## config.mk

```make
export PLATFORM = sky130hd
export DESIGN_NAME = vfsp_scale
export DESIGN_NICKNAME = d
export VERILOG_FILES = /design/src/rtl/vfsp_pkg.sv /design/src/rtl/vfsp_scale.sv
export SDC_FILE = /design/constraint.sdc
export NUM_CORES = 1
export LEC_CHECK = 0
export BUFFER_PORTS_ARGS = -buffer_cell sky130_fd_sc_hd__buf_4
export CAP_MARGIN = 20
export CORE_ASPECT_RATIO = 1.25
export CORE_MARGIN = 5
export CORE_UTILIZATION = 40
export CTS_BUF_LIST = sky130_fd_sc_hd__clkbuf_8 sky130_fd_sc_hd__clkbuf_16
export DETAILED_ROUTE_END_ITERATION = 6
export MAX_ROUTING_LAYER = met4
export PLACE_DENSITY_LB_ADDON = 0.12
export SYNTH_ARGS = -nofsm -noshare
export SYNTH_HDL_FRONTEND = slang
export SYNTH_SLANG_ARGS = --single-unit
```

## constraint.sdc

```tcl
create_clock -name clock -period 14.2 [get_ports clock]
set_input_delay 2.84 -clock clock [delete_from_list [all_inputs] [get_ports clock]]
set_output_delay 2.84 -clock clock [all_outputs]
set_load 0.1 [all_outputs]
```

## src/rtl/vfsp_pkg.sv

```systemverilog
// Shared constants and types for the faux vertex shading pipeline
package vfsp_pkg;

   localparam int FIELD_W    = 16;
   localparam int CHAN_NUM   = 4;
   localparam int NUM_STAGES = 7;
   localparam int NMAG_W     = 17;
   localparam int CSR_IDX_W  = 3;
   localparam int CSR_DATA_W = 64;

   localparam int COLOR_FRAC_BITS_DEF  = 12;
   localparam int NORMAL_FRAC_BITS_DEF = 14;

   localparam logic [FIELD_W-1:0] INV_SQRT3_Q16 = 16'd37837;
   localparam logic [FIELD_W-1:0] REVERSE_Q16   = 16'd52429;
   localparam logic [7:0]         SAT_MAX       = 8'hFF;

   localparam logic [CSR_IDX_W-1:0] CSR_LITE  = 3'd0;
   localparam logic [CSR_IDX_W-1:0] CSR_DARK  = 3'd1;
   localparam logic [CSR_IDX_W-1:0] CSR_MULT  = 3'd2;
   localparam logic [CSR_IDX_W-1:0] CSR_MULEN = 3'd3;
   localparam logic [CSR_IDX_W-1:0] CSR_ORGEN = 3'd4;
   localparam logic [CSR_IDX_W-1:0] CSR_SHDEN = 3'd5;

   localparam logic [CSR_DATA_W-1:0] LITE_RST = 64'h1000_1000_1000_1000;
   localparam logic [CSR_DATA_W-1:0] DARK_RST = 64'h0000_0000_0000_1000;
   localparam logic [CSR_DATA_W-1:0] MULT_RST = 64'h1000_1000_1000_1000;

   typedef logic [NUM_STAGES-1:0] stage_en_type;

   typedef struct packed {
      stage_en_type ld;
      logic         shade;
      logic         orig;
      logic         mult;
   } ctl_type;

endpackage

```

## src/rtl/vfsp_scale.sv

```systemverilog
// Light scale stages: normal sum magnitude, 1/sqrt(3) scale, back-face 0.8 scale
module vfsp_scale #(
   parameter int NORMAL_FRAC_BITS = vfsp_pkg::NORMAL_FRAC_BITS_DEF
) (
   input  logic                                        clock,
   input  vfsp_pkg::stage_en_type                      ld,
   input  logic signed [vfsp_pkg::FIELD_W-1:0]         normal_x,
   input  logic signed [vfsp_pkg::FIELD_W-1:0]         normal_y,
   input  logic signed [vfsp_pkg::FIELD_W-1:0]         normal_z,
   output logic [vfsp_pkg::NMAG_W+vfsp_pkg::FIELD_W-NORMAL_FRAC_BITS-1:0] scale
);
   import vfsp_pkg::*;

   localparam int S_W = NMAG_W + FIELD_W - NORMAL_FRAC_BITS;
   localparam int P_W = NMAG_W + FIELD_W;

   logic signed [NMAG_W:0] sum;
   logic [NMAG_W:0]        sum_abs;
   logic [P_W-1:0]         prod;
   logic [S_W+FIELD_W-1:0] rev;

   logic [NMAG_W-1:0] mag1_ff, mag1_in;
   logic              neg1_ff, neg2_ff;
   logic [S_W-1:0]    mag2_ff, mag2_in;
   logic [S_W-1:0]    s3_ff, s3_in;

   always_comb begin
      sum     = {{2{normal_x[FIELD_W-1]}}, normal_x} + {{2{normal_y[FIELD_W-1]}}, normal_y}
              + {{2{normal_z[FIELD_W-1]}}, normal_z};
      sum_abs = sum[NMAG_W] ? ((NMAG_W+1)'(0) - sum) : sum;
      mag1_in = sum_abs[NMAG_W-1:0];
      prod    = mag1_ff * INV_SQRT3_Q16;
      mag2_in = prod[P_W-1:NORMAL_FRAC_BITS];
      rev     = mag2_ff * REVERSE_Q16;
      s3_in   = neg2_ff ? rev[S_W+FIELD_W-1:FIELD_W] : mag2_ff;
   end

   always_ff @(posedge clock) begin
      if (ld[0]) begin
         mag1_ff <= mag1_in;
         neg1_ff <= sum[NMAG_W];
      end
      if (ld[1]) begin
         mag2_ff <= mag2_in;
         neg2_ff <= neg1_ff;
      end
      if (ld[2]) begin
         s3_ff <= s3_in;
      end
   end

   assign scale = s3_ff;

endmodule

```

### Word level (Yosys, flattened, before mapping)

Index checks and enable logic that the tools add are counted.

| word-level totals | value |
|---|---|
| register bits | 57 |
| word-level logic and storage cells | 12 |

| operators by class | value |
|---|---|
| add/sub/neg operators | 3 |
| multipliers | 2 |
| muxes and demuxes | 2 |

Operators by type and width:

| kind | count |
|---|---|
| $mul A19 B16 Y35 const B | 1 |
| $mul A17 B16 Y33 const B | 1 |
| $mux W19 | 1 |
| $add A17 B16 Y18 | 1 |
| $add A16 B16 Y17 | 1 |
| $mux W17 | 1 |
| $sub A1 B17 Y17 const A | 1 |

### Longest topological paths before layout

| depth | value |
|---|---|
| word-level depth | 4 |
| depth in mapped cells | 21 |
| gate-level depth less buffers | 21 |

### Least setup slack after synthesis

Ideal clock, no wire load.

| path | value |
|---|---|
| path kind | input -> register |
| start | input port normal_x[1] (netlist name) |
| end | register mag1_ff[16] (data pin) |
| data arrival time | 5.748 ns |
| slack | 8.186 ns |
| stages on the path | 11 |
| buffers on the path | 0 |
| path through | fa_1 > ha_1 > fa_1 > a211oi_4 > o21ai_2 > a211o_1 > a221oi_2 > o221ai_2 > a2111oi_4 > o21a_1 > o211ai_2 |

| on the way | value |
|---|---|
| word-level cells in the longest chain between the ends | 4 |

Ends and longest elaborated chain:

| item | RTL line | source |
|---|---|---|
| from (decl) | vfsp_scale.sv:7 | `input logic signed [vfsp_pkg::FIELD_W-1:0] normal_x,` |
| $add A16 B16 Y17 (*) | vfsp_scale.sv:28 | `sum = {{2{normal_x[FIELD_W-1]}}, normal_x} + {{2{normal_y[FIELD_W-1]}}, normal_y}` |
| $add A17 B16 Y18 (*) | vfsp_scale.sv:29 | `+ {{2{normal_z[FIELD_W-1]}}, normal_z};` |
| $sub A1 B17 Y17 | vfsp_scale.sv:30 | `sum_abs = sum[NMAG_W] ? ((NMAG_W+1)'(0) - sum) : sum;` |
| $mux W17 (*) | vfsp_scale.sv:30 |  |
| via sum_abs[16] | vfsp_scale.sv:18 | `logic [NMAG_W:0] sum_abs;` |
| to (signal assigned) | vfsp_scale.sv:40 | `mag1_ff <= mag1_in;` |
| to (decl) | vfsp_scale.sv:22 | `logic [NMAG_W-1:0] mag1_ff, mag1_in;` |

Mark *: on every way through the listed nets, which the timed path passes. The rest lies on a longest branch.
A chain may end at the register's enable or synchronous reset.

### Worst setup path in the final report

| path | value |
|---|---|
| start | register mag2_ff[11] |
| end | register s3_ff[10] (netlist: scale[10]) (data pin) |

| on the way | value |
|---|---|
| word-level cells in the longest chain between the ends | 2 |

Ends and longest elaborated chain:

| item | RTL line | source |
|---|---|---|
| from (decl) | vfsp_scale.sv:24 | `logic [S_W-1:0] mag2_ff, mag2_in;` |
| from (signal assigned) | vfsp_scale.sv:44 | `mag2_ff <= mag2_in;` |
| $mul A19 B16 Y35 | vfsp_scale.sv:34 | `rev = mag2_ff * REVERSE_Q16;` |
| $mux W19 | vfsp_scale.sv:35 | `s3_in = neg2_ff ? rev[S_W+FIELD_W-1:FIELD_W] : mag2_ff;` |
| via s3_in[10] | vfsp_scale.sv:25 | `logic [S_W-1:0] s3_ff, s3_in;` |
| to (signal assigned) | vfsp_scale.sv:48 | `s3_ff <= s3_in;` |
| to (decl) | vfsp_scale.sv:25 |  |

The timed path passes the listed nets, and every way through them passes these cells.

==> flow_summary.toml <==
[synthesis]
yosys_most_used_dff = "edfxtp_1"
seq_area_frac_synth_pct = 12.45
synthTopCellsByArea = "fa_1 30%, ha_1 27%, edfxtp_1 12%"
synth_nets = 1899
syn_inst = 1333
synth_edf_count = 57
yosys.area.top_type = "fa_1"
yosys.cell_count.top_type = "inv_1"
syn_avg_cell_area_um2 = 10.31
synth_common_cells = "368 x inv_1, 302 x ha_1, 208 x fa_1, 57 x edfxtp_1, 34 x xnor2_1"
synth-seq-cells = 57
synth.distinct_cells = 68
async_flop_share_pct = 0
synth_top_area_share_pct = 30.29
yosys_warnings = 0
synth_area_mm2 = 0.01375

[clocking]
cts_tree = "built"
postCtsSetupBuffers = 0
h-tree-depth = 3
postCtsHoldBufs = 0
clkSinkCount = 57
clock_path_buffers = 2
clk_pin_slew_ns = 0.07
root_buffer = "clkbuf_16"
cts.repair.resized = 0
cts_buffers = 9
clk_latency_ns = 0.36

[detailed_routing]
wl_per_cell_um = 16.17
wl_met1_um = 12020
postRouteAntennaNets = 0
drt_iter0_drc = 263
viasPerCell = 4.941
drc = 0
vias = 9096
routed-wl-met3_um = 415
first_pass_iters = 4
top_layer = "met4"
wl_met2_um = 16570
wl_um = 29770

[sta]
setup_viol = 0
post-route-min-period_ns = 6.583
fmax_ghz = 0.1519
rsz0062_at_grt = "false"
fin_tns_setup_ns = 0
min_period_over_period_pct = 46.36
timing.slew.headroom_pct = 35.05
worstMarginPinSlew_ns = 0.9731
hold_violations = 0
clock-skew-final_ns = 0.01278
final_max_slew_viol_count = 0

[placement]
gp_congestion = 0.8719
dp_hpwl_um = 26620
port_buffers = 70

[critical_path]
end_kind = "register"
cp.required_ns = 14.33
worst-path-max-fanout = 6
start_kind = "register"
crit_type = "reg -> reg"
reg2reg_slack_ns = 7.62
cp_data_arrival_time_ns = 6.72

[final_layout]
drive_gt1_share_pct = 8.003
fin_nets = 1973
area_delta_synth_final_pct = 9.611
final_util_pct = 44.02
num_antenna_cells = 0

[run]
max-cap-violations = 0

[global_routing]
overflow = 0
grt_pass1_vias = 10030
grt_max_degree = 26
antenna_found_initial = 0
grt_pass1_wl_um = 50050
track_usage_pct = 16.99

[floorplan]
die-area_mm2 = 0.03820
coreArea_mm2 = 0.03423
initial_core_util_pct = 40.16
rows = 76
die_h_um = 217.3
ios = 75
die-width_um = 175.8

[hold_path]
worstHoldPathType = "reg -> reg"

[run_status]
outcome = "finished clean"
final timing paths:
path,from,cells past startpoint,to
max,mag2_ff[11],19,scale[10]
min,neg1_ff,0,neg2_ff
max reg2reg,mag2_ff[11],19,scale[10]
min reg2reg,neg1_ff,0,neg2_ff
flip-flops by register name, indices dropped and copies added (netlist names):
| register | flops |
|---|---|
| mag2_ff | 19 |
| scale | 19 |
| mag1_ff | 17 |
| neg1_ff | 1 |
| neg2_ff | 1 |
metrics by stage:
stage | hold WS [ns] | setup WS (ns) | cell area, µm² | instances
2_1_floorplan | 0.4003 | 8.186 | 13750 | 1333
3_3_place_gp | 0.4558 | 7.548 | 14780 | 1825
3_5_place_dp | 0.4530 | 7.574 | 14780 | 1825
4_1_cts | 0.4552 | 7.556 | 15070 | 1841
5_1_grt | 0.4536 | 7.243 | 15070 | 1841
6_report | 0.4543 | 7.617 | 15070 | 1841
metal layers:
metal  GRT usage [%]  vias up
li1                -     4518
met1           18.79     4450
met2           32.41       94
met3           1.286       34
met4           5.122        0
met5               -        -
critical path, cell delays in order, from the launching register on:
cell and delay [ns]:
edfxtp_1 0.60, ha_1 0.45, ha_1 0.30, inv_1 0.05, fa_1 0.50, inv_1 0.05
fa_1 0.48, inv_1 0.06, fa_1 0.51, fa_1 0.59, inv_1 0.05, ha_1 0.29
nand3_1 0.13, nor3_1 0.19, o21ai_0 0.19, a211oi_1 0.84, o21ai_1 0.25, a21oi_1 0.43
nor3_1 0.08, o31ai_1 0.32
cell families (layout without fill, tap and decap cells):
logic type,Yosys count,count (layout),share of synthesized area (%)
flops,57,57,12.45
compound gates,189,189,10.08
mux,4,4,0.3276
xor+xnor,57,57,3.632
buf+inv,376,455,10.31
simple gates,140,140,5.425
fa+ha+maj,510,510,57.78
placed cells by master (no fill, tap or decap), types with 3 or more instances in the layout:
cell type,count
o21bai_1,9
or2_2,3
nor2_1,20
clkinv_4,3
o21ai_0,30
nor3_1,17
o21ai_1,3
buf_4,71
nand2_1,31
a221oi_1,3
nand2b_1,12
ha_1,302
xor2_1,23
o21a_1,14
and3_1,8
nand4_1,9
mux2_2,4
clkbuf_16,9
edfxtp_1,57
a211oi_1,11
xnor2_1,34
a211o_1,6
or3_1,7
a31oi_1,9
nand3_1,12
nand3b_1,3
o211ai_1,7
a21oi_1,32
o221ai_1,3
inv_1,368
fa_1,208
o31ai_1,7
nor2b_1,3
a21o_1,28
cell type report:
type	count	area, µm²
flip-flops and latches	57	1712
fillers	3327	19160
repair buffers	71	533.0
inverters	368	1381
clock inverters	7	62.56
multi-input cells	900	10620
well taps	429	536.8
clock buffers	9	225.2
Power is not shown: default switching activity piles up to over one toggle a cycle in this logic, so the estimate is an artifact.
