File: src/rtl/vfsp_pkg.sv
// Shared constants and types for the faux vertex shading pipeline
package vfsp_pkg;

   localparam int FIELD_W    = 16;
   localparam int CHAN_NUM   = 4;
   localparam int NUM_STAGES = 7;
   localparam int NMAG_W     = 17;
   localparam int CSR_IDX_W  = 3;
   localparam int CSR_DATA_W = 64;

   localparam int COLOR_FRAC_BITS_DEF  = 12;
   localparam int NORMAL_FRAC_BITS_DEF = 14;

   localparam logic [FIELD_W-1:0] INV_SQRT3_Q16 = 16'd37837;
   localparam logic [FIELD_W-1:0] REVERSE_Q16   = 16'd52429;
   localparam logic [7:0]         SAT_MAX       = 8'hFF;

   localparam logic [CSR_IDX_W-1:0] CSR_LITE  = 3'd0;
   localparam logic [CSR_IDX_W-1:0] CSR_DARK  = 3'd1;
   localparam logic [CSR_IDX_W-1:0] CSR_MULT  = 3'd2;
   localparam logic [CSR_IDX_W-1:0] CSR_MULEN = 3'd3;
   localparam logic [CSR_IDX_W-1:0] CSR_ORGEN = 3'd4;
   localparam logic [CSR_IDX_W-1:0] CSR_SHDEN = 3'd5;

   localparam logic [CSR_DATA_W-1:0] LITE_RST = 64'h1000_1000_1000_1000;
   localparam logic [CSR_DATA_W-1:0] DARK_RST = 64'h0000_0000_0000_1000;
   localparam logic [CSR_DATA_W-1:0] MULT_RST = 64'h1000_1000_1000_1000;

   typedef logic [NUM_STAGES-1:0] stage_en_type;

   typedef struct packed {
      stage_en_type ld;
      logic         shade;
      logic         orig;
      logic         mult;
   } ctl_type;

endpackage

File: src/rtl/vfsp_chan.sv
// One color channel: lite/dark blend, original and tint multiplies, 8-bit saturation
module vfsp_chan #(
   parameter int COLOR_FRAC_BITS  = vfsp_pkg::COLOR_FRAC_BITS_DEF,
   parameter int NORMAL_FRAC_BITS = vfsp_pkg::NORMAL_FRAC_BITS_DEF
) (
   input  logic                                clock,
   input  vfsp_pkg::ctl_type                   ctl,
   input  logic [vfsp_pkg::FIELD_W-1:0]        lite,
   input  logic [vfsp_pkg::FIELD_W-1:0]        dark,
   input  logic [vfsp_pkg::FIELD_W-1:0]        tint,
   input  logic [vfsp_pkg::FIELD_W-1:0]        orig_in,
   input  logic [vfsp_pkg::NMAG_W+vfsp_pkg::FIELD_W-NORMAL_FRAC_BITS-1:0] scale,
   output logic [7:0]                          ch8
);
   import vfsp_pkg::*;

   localparam int S_W   = NMAG_W + FIELD_W - NORMAL_FRAC_BITS;
   localparam int C0_W  = S_W + 18;
   localparam int CP_W  = C0_W - 1;
   localparam int EXT_W = FIELD_W - COLOR_FRAC_BITS;
   localparam int C1_W  = CP_W + EXT_W;
   localparam int C2_W  = C1_W + EXT_W;
   localparam int ONE_B = COLOR_FRAC_BITS + FIELD_W;
   localparam int ODEP  = NUM_STAGES - 1;

   logic [FIELD_W-1:0] o_ff [ODEP];

   logic signed [FIELD_W:0] diff;
   logic signed [S_W:0]     s_sg;
   logic signed [C0_W-1:0]  prod_sg;
   logic signed [C0_W-1:0]  base;
   logic [CP_W-1:0]         cp;
   logic [CP_W+FIELD_W-1:0] m5;
   logic [C1_W+FIELD_W-1:0] m6;
   logic [ONE_B-1:0]        wl;
   logic [ONE_B+7:0]        w255;
   logic [COLOR_FRAC_BITS-1:0] pl;
   logic [COLOR_FRAC_BITS+7:0] p255;

   logic signed [C0_W-1:0] c0_ff, c0_in;
   logic [C1_W-1:0]        c1_ff, c1_in;
   logic [C2_W-1:0]        c2_ff, c2_in;

   always_comb begin
      diff    = $signed({1'b0, lite}) - $signed({1'b0, dark});
      s_sg    = $signed({1'b0, scale});
      prod_sg = diff * s_sg;
      base    = $signed({{(C0_W-32){1'b0}}, dark, 16'h0000});
      c0_in   = prod_sg + base;

      cp    = c0_ff[C0_W-1] ? '0 : c0_ff[CP_W-1:0];
      m5    = cp * o_ff[3];
      c1_in = ctl.orig ? m5[CP_W+FIELD_W-1:COLOR_FRAC_BITS] : {{EXT_W{1'b0}}, cp};

      m6    = c1_ff * tint;
      c2_in = ctl.mult ? m6[C1_W+FIELD_W-1:COLOR_FRAC_BITS] : {{EXT_W{1'b0}}, c1_ff};

      wl   = c2_ff[ONE_B-1:0];
      w255 = {wl, 8'h00} - {8'h00, wl};
      pl   = o_ff[ODEP-1][COLOR_FRAC_BITS-1:0];
      p255 = {pl, 8'h00} - {8'h00, pl};

      if (ctl.shade) begin
         ch8 = (|c2_ff[C2_W-1:ONE_B]) ? SAT_MAX : w255[ONE_B+7:ONE_B];
      end else begin
         ch8 = (|o_ff[ODEP-1][FIELD_W-1:COLOR_FRAC_BITS]) ? SAT_MAX
               : p255[COLOR_FRAC_BITS+7:COLOR_FRAC_BITS];
      end
   end

   always_ff @(posedge clock) begin
      if (ctl.ld[0]) begin
         o_ff[0] <= orig_in;
      end
      for (int k = 1; k < ODEP; k++) begin
         if (ctl.ld[k]) begin
            o_ff[k] <= o_ff[k-1];
         end
      end
      if (ctl.ld[3]) begin
         c0_ff <= c0_in;
      end
      if (ctl.ld[4]) begin
         c1_ff <= c1_in;
      end
      if (ctl.ld[5]) begin
         c2_ff <= c2_in;
      end
   end

endmodule
File: config.mk
export PLATFORM = sky130hd
export DESIGN_NAME = vfsp_chan
export DESIGN_NICKNAME = d
export VERILOG_FILES = /design/src/rtl/vfsp_pkg.sv /design/src/rtl/vfsp_chan.sv
export SDC_FILE = /design/constraint.sdc
export NUM_CORES = 2
export LEC_CHECK = 0
export BUFFER_PORTS_ARGS = -buffer_cell sky130_fd_sc_hd__buf_2
export CAP_MARGIN = 10
export CORE_UTILIZATION = 45
export DETAILED_ROUTE_END_ITERATION = 10
export HOLD_SLACK_MARGIN = 0.06
export SETUP_SLACK_MARGIN = 0.15
export SYNTH_ARGS = -nofsm -noshare
export SYNTH_HDL_FRONTEND = slang
export SYNTH_SLANG_ARGS = --single-unit
File: constraint.sdc
create_clock -name clock -period 11.2 [get_ports clock]
set_input_delay 0 -clock clock [delete_from_list [all_inputs] [get_ports clock]]
set_output_delay 0 -clock clock [all_outputs]
set_load 0.02 [all_outputs]
; Yosys cells after proc, flatten, opt, wreduce, memory -nomap -nowiden
; Memory sizes are Yosys's and may differ from the RTL's.
; Index checks and enable logic that the tools add are counted.
[totals]
register_bits = 121
ramBits = 96
input_bits = 94
out_inout_bits = 8
elab_cells = 33
memories = 1
[mem_list]
columns = memory, words, width, read_ports, rd_ports_with_merged_regs, wr, line_no
row1 = o_ff, 6, 16, 6, 0, 6, vfsp_chan.sv:26  ; logic [FIELD_W-1:0] o_ff [ODEP];
[classes]
add_sub_neg = 4
multipliers = 3
muxes = 18
n_reduce_logical = 2
[ops]
columns = cell, n
row1 = $mux 36, 2
row2 = $mul 40x16->56, 1
row3 = $mul 36x16->52, 1
row4 = $mux 40, 1
row5 = $add 37x33->37, 1
row6 = $mul 17x20->37, 1
row7 = $sub 36x28->36, 1
row8 = $mux 8, 3
row9 = $sub 20x12->20, 1
row10 = $sub 16x16->17, 1
row11 = $reduce_or 16->1, 1
row12 = $mux 1, 12
row13 = $reduce_or 4->1, 1

; Logic depth before layout (Yosys ltp)
; An unclocked memory read counts as a cell.
[depth]
word_depth = 4
depth_mapped = 34
mapped_depth_nobuf = 33

; Worst setup path after synthesis
; Ideal clock, no wire load.
[synth_timing]
path_type = input to register
start = input lite[0] in the netlist's numbering
end = register c0_ff[36], data pin
setup_ps = 265
arrival_ps = 7665
required_time_ps = 10935
path_slack_ps = 3270
stages = 32
n_path_buf = 1
cell_sequence = inv_1 > ha_1 > fa_1 > nor2b_1 > o21ai_0 > a21boi_0 > o21ai_0 > a21oi_1 > o2111a_1 > o21a_1 > xor2_1 > clkbuf_1 > nand2_1 > fa_1 > inv_1 > fa_1 > fa_1 > fa_1 > fa_1 > inv_1 > fa_1 > inv_1 > ha_1 > and3_1 > a221oi_1 > o21ai_0 > a211o_1 > a21oi_1 > o21ai_0 > a31o_2 > a221oi_1 > xnor2_1
[synth_via]
elab_chain_len = 3
[synth_rtl]
columns = element, line_no
row1 = from (decl), vfsp_chan.sv:8  ; input logic [vfsp_pkg::FIELD_W-1:0] lite,
row2 = $sub 16x16->17, vfsp_chan.sv:45  ; diff = $signed({1'b0, lite}) - $signed({1'b0, dark});
row3 = $mul 17x20->37, vfsp_chan.sv:47  ; prod_sg = diff * s_sg;
row4 = $add 37x33->37, vfsp_chan.sv:49  ; c0_in = prod_sg + base;
row5 = via c0_in[36], vfsp_chan.sv:40  ; logic signed [C0_W-1:0] c0_ff, c0_in;
row6 = to (signal assigned), vfsp_chan.sv:81  ; c0_ff <= c0_in;
row7 = to (decl), vfsp_chan.sv:40
; The timed path passes the listed nets, and every way through them passes these cells.
; A chain may end at the register's enable or synchronous reset.

; Worst setup path in the final report
; Same ends and word-level chain as after synthesis.

==> reports/metrics.cfg <==
[place]
routabilityCongestion=0.885
pre_cts_ws_ns=1.94
dp_hpwl_mm=109
port_buffers=100

[setup_path]
worstPathArrival_ns=8.92
path_common_cell=fa_1
worstPathRequired_ns=11.53
cp_slowest_stage_delay_ns=0.82
path_class=in2reg
worst-path-buf-inv=5
r2r_end=c1_ff[36]$_SDFFCE_PN0P_
rrSetupSlack_ns=3.22
setup.worst_path.start_class=input port
crit_slowest_cell=xor2_2
crit_family=adder cells
r2r-start=c0_ff[36]$_DFFE_PP_
path_max_fanout=19
r2r_cells=22
end_kind=register

[yosys]
synth.cell_area_um2=57400
synth.area.top_cells=fa_1 (44%), edfxtp_1 (11%), ha_1 (9.4%)
synth_edf_count=217
avgSynthCellArea_um2=9.32
synth.distinct_cells=76
synth_top_area_share=0.444
synthFlopType=edfxtp_1
synth_nets=7957
yosysTopAreaCell=fa_1
async_flop_share=0
yosys_warnings=0
synth_seq_area_share=0.114
synth_common_cells=inv_1 (1338), fa_1 (1273), nand2_1 (1169)
synth_seq_cells=217
synthCells=6158
yosysMostFrequentCell=inv_1

[die]
io_pins=102
rows=130
die_x_um=359
core_um2=126000
initial_utilization=0.455
die-area_um2=129000
die_h_um=359

[detailed_routing]
ant_nets=0
drc_errors=0
drt_wl_total_mm=146
first_pass_iters=5
wire_per_inst_um=18.8
vias_per_cell=5.28
vias=40900
drt-initial-drc-count=2464

[timing]
period_needed_ns=8.59
drv_slew=0
finClkSkew_ns=0.0310
maxSlewHeadroom=0.284
final-hold-violation-count=0
worstMarginPinSlew_ns=1.05
whs_ns=0.0904
max_freq_ghz=0.116
period_share=0.767
setup_viol=0
worst_slack_ns=2.61
finalSetupTns_ns=0
grt_setup_unrepaired=false

[grt]
grt-ovfl-total=0
grt.total_usage=0.235
grt_start_max_net_pins=61
antenna_found_initial=0
grt_first_pass_wirelength_mm=242
grt_pass1_vias=44900

[layout]
layout-drive-gt1-share=0.0544
syn2layout_area_growth_pct=5.89
final_core_util=0.482
fillers=12000
regArea_um2=6520
multi_input_area_um2=44700
final_nets=7879
diodes=0

[run]
drv_cap=0

[clock_tree]
cts_root_buf=clkbuf_16
cts.sinks=217
cts_max_level=1
clk_path_buf_depth=3
tritoncts=done
postCtsResizedCells=0
clk_latency_ns=0.60
clk_pin_slew_ns=0.06
numCtsBuffers=27
postCtsSetupBuffers=0

[status]
run_status=complete, no violations

[hold_path]
min_path_type=in2reg
hold_depth=2
min_from=ctl[7]
hold_end=o_ff[4][4]$_DFFE_PP_

==> worst max path at each step <==
stage	from	endpoint	cells after the start
6_report	lite[0]	c0_ff[36]$_DFFE_PP_	32
5_1_grt	lite[0]	c0_ff[36]$_DFFE_PP_	32
4_1_cts	lite[0]	c0_ff[36]$_DFFE_PP_	32
3_5_place_dp	lite[0]	c0_ff[36]$_DFFE_PP_	32
3_3_place_gp	lite[0]	c0_ff[36]$_DFFE_PP_	32
2_1_floorplan	lite[0]	c0_ff[36]$_DFFE_PP_	32
==> stage by stage <==
stage               instances  cell area, um2
detailed placement       7680           59400
global route             7751           60800
finish                   7751           60800
floorplan                6158           57400
CTS                      7751           60800
global placement         7680           59400
==> layout make-up <==
cell class / instances / area share
Multi-Input combinational cell: 4288 / 0.736
Sequential cell: 217 / 0.107
Inverter: 1338 / 0.0827
Tap cell: 1650 / 0.0340
Timing Repair Buffer: 208 / 0.0224
Clock buffer: 27 / 0.0111
Clock inverter: 23 / 0.00692
==> what timing repair did <==
action / 4_1_cts / 5_1_grt
hold buffers: 21 / 0
hold endpoints to repair: 68 / 0
endpoints found under the setup margin: 0 / 0
==> cells in the final DEF (no fill, tap or decap), types with 6 or more instances in the layout <==
cell type,Yosys,layout
o31ai_1,12,12
edfxtp_1,217,217
a31oi_1,20,20
nand3_1,37,37
o2111ai_1,7,7
nor4_1,11,10
inv_1,1338,1338
fa_1,1273,1273
nand2b_1,15,15
dlygate4sd3_1,0,21
nor2b_2,0,6
and2_1,393,393
or2_2,11,11
nor3_1,33,33
nand4_1,39,39
a21oi_1,134,134
a21o_1,79,79
clkbuf_16,0,27
a21boi_0,7,7
buf_2,0,100
o21ai_0,72,72
o211ai_1,10,10
bufinv_16,0,10
nand2_1,1169,1169
nor2_1,91,91
xnor2_1,71,71
o21bai_1,20,20
a211oi_1,12,12
mux2_2,58,58
nor2b_1,92,86
xor2_1,47,45
ha_1,432,432
buf_4,0,87
and3_1,33,33
o21a_1,18,18
or3_1,8,8
==> cell families after synthesis <==
logic type,count (synthesis),share of synthesized area
adder cells (fa/ha/maj),1705,0.538
buffers and inverters,1653,0.108
AO/OA/AOI/OAI,456,0.0535
flip-flops,217,0.114
XOR/XNOR,118,0.0180
AND/OR/NAND/NOR,1949,0.157
multiplexers,60,0.0117
==> metal layers <==
metal,vias up,wire length [um],track usage
met1,21100,64700,0.322
met3,241,7900,0.0216
li1,18300,-,-
met5,-,0,0
met2,1250,69600,0.401
met4,0,3730,0.0566
==> state kept, by name (all words and copies together) (netlist names) <==
name   cells
o_ff      96
c1_ff     40
c0_ff     37
c2_ff     44
Power is left out: the tool's default activity adds up to more than one toggle a clock period on the data nets, which glitch-free logic cannot reach.
